==> config.mk <==
export PLATFORM = sky130hd
export DESIGN_NAME = zoke_ctrl
export DESIGN_NICKNAME = d
export VERILOG_FILES = /design/src/design/zoke_pkg.sv /design/src/design/zoke_ctrl.sv
export VERILOG_INCLUDE_DIRS = /design/src /design/src/design
export SDC_FILE = /design/constraint.sdc
export NUM_CORES = 1
export LEC_CHECK = 0
export BUFFER_PORTS_ARGS = -buffer_cell sky130_fd_sc_hd__buf_4
export CAP_MARGIN = 40
export CELL_PAD_IN_SITES_DETAIL_PLACEMENT = 2
export CELL_PAD_IN_SITES_GLOBAL_PLACEMENT = 2
export CORE_MARGIN = 2
export CORE_UTILIZATION = 27
export DETAILED_ROUTE_END_ITERATION = 10
export HOLD_SLACK_MARGIN = 0.03
export MAX_ROUTING_LAYER = met4
export PLACE_DENSITY = 0.74
export SYNTH_ARGS = -nofsm -noshare
export SYNTH_HDL_FRONTEND = slang
export SYNTH_SLANG_ARGS = --single-unit
==> constraint.sdc <==
create_clock -name clk -period 2.1 [get_ports clk]
set_input_delay 0 -clock clk [delete_from_list [all_inputs] [get_ports clk]]
set_output_delay 0 -clock clk [all_outputs]
set_load 0.01 [all_outputs]
==> src/design/zero_one_knapsack_engine_assert.svh <==
// assertion macros shared by the knapsack engine modules
// expects signals named clk and rst in the module that uses them
`ifndef ZERO_ONE_KNAPSACK_ENGINE_ASSERT_SVH
`define ZERO_ONE_KNAPSACK_ENGINE_ASSERT_SVH

// same-cycle implication, checked out of reset
`define ZOKE_ASSERT_NOW(label, ante, cons, msg) \
  label: assert property (@(posedge clk) disable iff (rst) (ante) |-> (cons)) \
    else $error(msg);

// next-cycle implication, checked out of reset
`define ZOKE_ASSERT_NEXT(label, ante, cons, msg) \
  label: assert property (@(posedge clk) disable iff (rst) (ante) |=> (cons)) \
    else $error(msg);

`endif

==> src/design/zoke_pkg.sv <==
// shared types for the knapsack engine
// used by zoke_ctrl, zoke_datapath and zero_one_knapsack_engine
package zoke_pkg;

  // commands from the controller to the datapath
  typedef struct packed {
    logic load_item;  // latch weight, value and last mark
    logic rd_sweep;   // read entries c and c - weight, write back next cycle
    logic rd_cap;     // read the entry at the configured capacity
    logic load_out;   // move the read entry into the output register
    logic set_fresh;  // table counts as all zeros from the next item on
    logic clr_fresh;  // table holds real data after this sweep
  } cmd_t;

  // status from the datapath to the controller
  typedef struct packed {
    logic last;      // current item closes the set
    logic out_free;  // output register can take a result this cycle
  } sts_t;

endpackage

==> src/design/zoke_ctrl.sv <==
// controller state machine for the knapsack engine
// depends on zoke_pkg and zero_one_knapsack_engine_assert.svh
`include "zero_one_knapsack_engine_assert.svh"

module zoke_ctrl import zoke_pkg::*; #(
  parameter int CAP_MAX = 1023,
  parameter int ADDR_W  = 10
) (
  input  logic              clk,
  input  logic              rst,
  input  logic              in_valid,
  output logic              in_stall,
  input  sts_t              sts,
  output cmd_t              cmd,
  output logic [ADDR_W-1:0] addr
);

  typedef enum logic [2:0] {
    S_IDLE,
    S_SWEEP,
    S_FLUSH,
    S_READ,
    S_LOAD
  } state_t;

  state_t            state;
  logic [ADDR_W-1:0] count;

  assign addr     = count;
  assign in_stall = (state != S_IDLE);

  // decode commands from the current state
  always_comb begin
    cmd = '0;
    case (state)
      S_IDLE:  cmd.load_item = in_valid;
      S_SWEEP: cmd.rd_sweep  = 1'b1;
      S_FLUSH: cmd.clr_fresh = 1'b1;
      S_READ:  cmd.rd_cap    = 1'b1;
      S_LOAD: begin
        cmd.load_out  = sts.out_free;
        cmd.set_fresh = sts.out_free;
      end
      default: cmd = '0;
    endcase
  end

  // state and sweep counter
  always_ff @(posedge clk) begin
    if (rst) begin
      state <= S_IDLE;
      count <= '0;
    end else begin
      case (state)
        S_IDLE: begin
          if (in_valid) begin
            state <= S_SWEEP;
            count <= ADDR_W'(CAP_MAX);
          end
        end
        S_SWEEP: begin
          if (count == '0) begin
            state <= S_FLUSH;
          end else begin
            count <= count - 1'b1;
          end
        end
        S_FLUSH: begin
          state <= sts.last ? S_READ : S_IDLE;
        end
        S_READ: begin
          state <= S_LOAD;
        end
        S_LOAD: begin
          if (sts.out_free) begin
            state <= S_IDLE;
          end
        end
        default: state <= S_IDLE;
      endcase
    end
  end

  `ZOKE_ASSERT_NEXT(a_sweep_ends, (state == S_SWEEP) && (count == '0), state == S_FLUSH, "sweep did not end at entry zero")
  `ZOKE_ASSERT_NEXT(a_accept_starts_top, in_valid && !in_stall, (state == S_SWEEP) && (count == ADDR_W'(CAP_MAX)), "sweep did not start at the top entry")
  `ZOKE_ASSERT_NOW(a_load_has_room, cmd.load_out, sts.out_free && (state == S_LOAD), "result loaded without room")

endmodule

==> results of run 1 <==
## routing by layer
layer  vias to the layer above  wire (um)
met4                         0         27
li1                        377          -
met3                         2         63
met1                       374       1093
met5                         -          0
met2                        14       1136
## path summary, 6_finish.rpt
check             slack, ps     from       end
setup / recovery        230  addr[0]   addr[8]
hold / removal           60   sts[0]  state[2]
setup reg to reg        230  addr[0]   addr[8]
hold reg to reg         530  addr[9]   addr[9]
## critical path: cells and delay by family, from the launching register on
kind,cells,cell delay (ps)
XOR/XNOR,1,180
AND/OR/NAND/NOR,2,840
flip-flops,1,360
buffers and inverters,1,70
adder cells (fa/ha/maj),1,240
AO/OA/AOI/OAI,1,80
## layout by cell type (no fill, tap or decap), types with 2 or more instances in the layout
cell	n
a211oi_1	5
a21oi_1	6
a311o_1	2
a31oi_1	7
buf_4	23
clkbuf_4	3
dfxtp_1	13
inv_1	7
mux2i_1	2
nand2_1	7
nand3_1	2
nor2_1	6
nor3_1	5
nor3b_1	2
nor4_1	3
o21ai_0	2
## per-stage QoR
step / setup WS, ps / total power, mW / utilization (%) / area [sq um]
after floorplan: 479.7 / 0.5447 / - / 716.9
after global placement: 269.9 / 0.6952 / 36.64 / 915.9
after detailed placement: 245.6 / 0.7078 / 36.64 / 915.9
after CTS: 205.7 / 0.8781 / 38.09 / 952.2
after global routing: 51.90 / 0.9358 / 38.09 / 952.2
final: 230.4 / 0.8629 / 38.09 / 952.2
## area by class of cell
| type | count | area, sq um | share of cell area [%] |
|---|---|---|---|
| tap | 30 | 37.54 | 3.942 |
| timing repair buffer | 24 | 182.7 | 19.19 |
| clock buffer | 4 | 26.28 | 2.760 |
| multi-input combinational | 63 | 410.4 | 43.10 |
| sequential | 13 | 260.3 | 27.33 |
| inverter | 8 | 35.03 | 3.679 |
## sequential cells by signal, summed over array words and instances (netlist names)
signal,cells
addr,10
state,3
## timing repair
action	in CTS	in global routing
endpoints found under the hold margin	12	0
setup endpoints to repair	0	0
hold buffers	1	0
gates resized for setup	0	0
buffers inserted	0	0
## logic make-up (layout without fill, tap and decap cells)
group | Yosys count | in the layout
flops | 13 | 13
fa+ha+maj | 1 | 1
mux | 2 | 2
buf+inv | 10 | 36
compound gates | 24 | 24
xor+xnor | 1 | 1
simple gates | 35 | 35
## where the power goes
part,switching (mW),internal (mW)
Combinational,0.190,0.162
Clock,0.0880,0.0736
Sequential,0.0622,0.287
Total,0.340,0.523
==> results.txt, run 1 <==
Outcome -> finished clean
First-pass DRT Iterations -> 2
XOR/XNOR share of the synthesized area -> 1.222%
GR met3 Demand/Resource -> 2.108%
Routed len/inst -> 16.35 um
Clock transition at path regs -> 90 ps
Area Overhead vs Synth -> 32.81%
Slew @ Worst Pin -> 507.0 ps
Crit path DAT -> 2030 ps
Final setup violation count -> 0
Htree depth -> 1
Post-synth top area cell -> dfxtp_1
Post-Layout Cell Count -> 142
Slew Limit Fails -> 0
Post-route ant nets -> 0
Final HPWL DP -> 1765 um
Combinational family with the most area after synthesis -> simple AND/OR/NAND/NOR gates
Register-to-Register Path Depth -> 6
Final GP Congestion -> 0.7679
Grt total ovfl -> 0
Multiplexer share of the synthesized area -> 2.792%
Final #Nets -> 119
Placed Cells -> 137
Cts bufs inserted -> 3
Clk_lat worst skew -> 280 ps
CTS sink cnt -> 13
VDD IR max -> 0.0003854 V
Post-Synth Adder-Cell Area -> 1.745%
Most common cell in the synthesized netlist -> dfxtp_1
Syn_nets -> 92
First-pass GRT wire length -> 4084 um
Period utilization -> 89.03%
Setup CP Type -> reg -> reg
CP max-delay cell -> nor4_1
Crit path cell chain -> inv_1 > ha_1 > or3b_1 > nor4_1 > xnor2_1 > a21oi_1
Die Wd -> 55.53 um
Critical path launch point type -> flip-flop
Initial Util -> 28.68%
I/O Pins -> 22
Synth Instances -> 86
Hold Path Stages -> 4
TNS Setup -> 0 ps
Warnings from Yosys -> 0
Initial antenna violation count -> 0
Antenna diodes -> 0
Filler instances -> 300
Hold crit path type -> in -> reg
Setup Skew -> 7.286 ps
Cell Rows -> 18
RSZ-0062 raised after global routing -> no
#FFs+latches synth -> 13
Via/cell ratio -> 5.401
Maximum clock path buffer count -> 2
Maxcap violations -> 0
Clk root buf -> clkbuf_4
Vias in the first global route -> 829
Largest net degree at the start of global routing -> 14
Final wirelength -> 2322 um
Register area share after synthesis -> 36.30%
CTS tree -> done
Grt peak-use layer -> met2
Syn avg cell area -> 8.336 sq um
Synth unique cells -> 31
IO Port Bufs -> 21
Total track usage -> 16.98%
Post-synth top cells -> 13 x dfxtp_1, 7 x a31oi_1, 7 x inv_1, 7 x nand2_1
Simple-Gate Fraction of Synth Area -> 29.14%
Drt drc -> 0
PD cells -> 906.2 mW/mm^2
Final Hold Viols -> 0
Core area -> 0.002500 sq mm
Asr flop ratio synth -> 0%
Maximum clock rate -> 534.9 MHz
GRT met1 Usage -> 21.86%
Compound-cell area share of the yosys netlist -> 22.34%
Syn Std Cell Area -> 716.9 sq um
CP max stage delay -> 430 ps
Die Ht -> 55.53 um
Layout cell share with drive strength beyond 1 -> 28.57%
Leakage power -> 0.3969 nW
Synth top area share -> 36.30%
Grt met2 use -> 26.70%
EDFF count, synth -> 0
Minimum clock period -> 1870 ps
Relative max-transition margin -> 66.05%
Via count -> 767
Die area -> 0.003084 sq mm
CP Capture Type -> flip-flop
Worst path required time -> 2260 ps
Synth area leaders -> dfxtp_1 36%, a31oi_1 6.1%, a211oi_1 5.2%, a21oi_1 4.2%, inv_1 3.7%
Top FF cell, synth -> dfxtp_1
Detailed router's first-iteration violation count -> 6
Worst hold slack -> 59.54 ps
Crit path max fanout -> 5
(Power assumes the default switching activity.)
==> inputs of run 2 (changes only) <==
CORE_MARGIN = 4   (was 2)
CTS_CLUSTER_SIZE = 28   (was unset)
==> results.txt, run 2 (synthesis gave the netlist of run 1 again) <==
Multi-input gate area -> 410.4 sq um
Layout cell share with drive strength beyond 1 -> 29.82%
First-pass DRT Iterations -> 3
Core area -> 0.002500 sq mm
Antenna diodes -> 0
Cell Rows -> 18
Hold crit path type -> in -> reg
Clock transition at path regs -> 90 ps
Power consumption -> 0.8801 mW
CTS tree -> done
Initial Util -> 28.68%
Die Wd -> 59.53 um
Clk_lat worst skew -> 280 ps
Maximum clock path buffer count -> 2
VDD IR max -> 0.0003089 V
Vias in the first global route -> 850
Outcome -> finished clean
Drt drc -> 0
Slew @ Worst Pin -> 570.3 ps
Post-route ant nets -> 0
Setup Skew -> 3.526 ps
Worst path required time -> 2290 ps
Final GP Congestion -> 0.8461
Filler instances -> 314
Hold Buf Count CTS -> 1
Via/cell ratio -> 5.431
Initial antenna violation count -> 0
Cts bufs inserted -> 3
Total track usage -> 15.94%
Detailed router's first-iteration violation count -> 15
PD cells -> 910.0 mW/mm^2
RSZ-0062 raised after global routing -> no
Final setup violation count -> 0
Final #Nets -> 121
CP Capture Type -> flip-flop
Maxcap violations -> 0
Relative max-transition margin -> 61.80%
Area Overhead vs Synth -> 34.90%
Maximum clock rate -> 536.7 MHz
Max FFs per register -> 10
Grt total ovfl -> 0
IO Port Bufs -> 21
Final Hold Viols -> 0
I/O Pins -> 22
CTS sink cnt -> 13
Crit path DAT -> 2050 ps
Period utilization -> 88.73%
Die Ht -> 59.53 um
Reg area -> 260.3 sq um
Most frequent cells in the layout -> 25 x buf_4, 13 x dfxtp_1, 7 x inv_1, 7 x nand2_1, 7 x a31oi_1
Final HPWL DP -> 1813 um
Slew Limit Fails -> 0
Commonest non-fill, non-tap cell in the layout -> buf_4
Setup CP Type -> reg -> reg
Minimum clock period -> 1863 ps
Final wirelength -> 2446 um
Via count -> 782
# resized after CTS -> 0
Critical path launch point type -> flip-flop
Crit path max fanout -> 5
Post CTS Setup Buffer Count -> 0
Clk root buf -> clkbuf_4
Die area -> 0.003544 sq mm
Routed len/inst -> 16.99 um
Htree depth -> 1
TNS Setup -> 0 ps
Largest net degree at the start of global routing -> 14
Leakage power -> 0.4066 nW
First-pass GRT wire length -> 4195 um
[run 2: per-layer routing]
| layer | up-vias | global-route usage (%) | wire, um |
|---|---|---|---|
| met5 | - | - | 0 |
| met4 | 0 | 4.747 | 0 |
| met3 | 0 | 3.268 | 83 |
| met2 | 17 | 27.46 | 1254 |
| met1 | 386 | 18.51 | 1107 |
| li1 | 379 | - | - |
[run 2: final cells by class]
class	count	area share (%)
Clock buffer	4	2.717
Inverter	8	3.622
Multi-Input combinational cell	63	42.43
Sequential cell	13	26.91
Tap cell	30	3.881
Timing Repair Buffer	26	20.44
[run 2: worst paths after layout]
path	startpoint	to	slack, ps	depth (start not counted)
worst max-delay path	addr[0]	addr[4]	240	6
worst min-delay path	sts[0]	state[2]	60	4
worst max register to register	addr[0]	addr[4]	240	6
worst min register to register	addr[9]	addr[9]	530	2
[run 2: power breakdown]
group | internal (mW) | switching [mW]
logic | 0.170 | 0.201
registers | 0.287 | 0.0594
clock network | 0.0736 | 0.0895
total | 0.531 | 0.350
[run 2: worst max-delay path, cell delays in order (launching register included)]
cell      delay, ps
dfxtp_1         360
inv_1            70
ha_1            240
or3b_1          390
a211oi_1        400
nor3_1           80
a211oi_1        240
[run 2: stage by stage]
step                setup slack [ps]  utilization [%]  cell area, sq um  cells  hold slack (ps)
detailed placement             279.9            37.24             930.9    139            299.9
global placement               357.3            37.24             930.9    139            297.7
CTS                            224.0            38.69             967.2    144            58.47
finish                         236.7            38.69             967.2    144            58.84
global route                   95.58            38.69             967.2    144            81.13
floorplan                      479.7                -             716.9     86            72.76
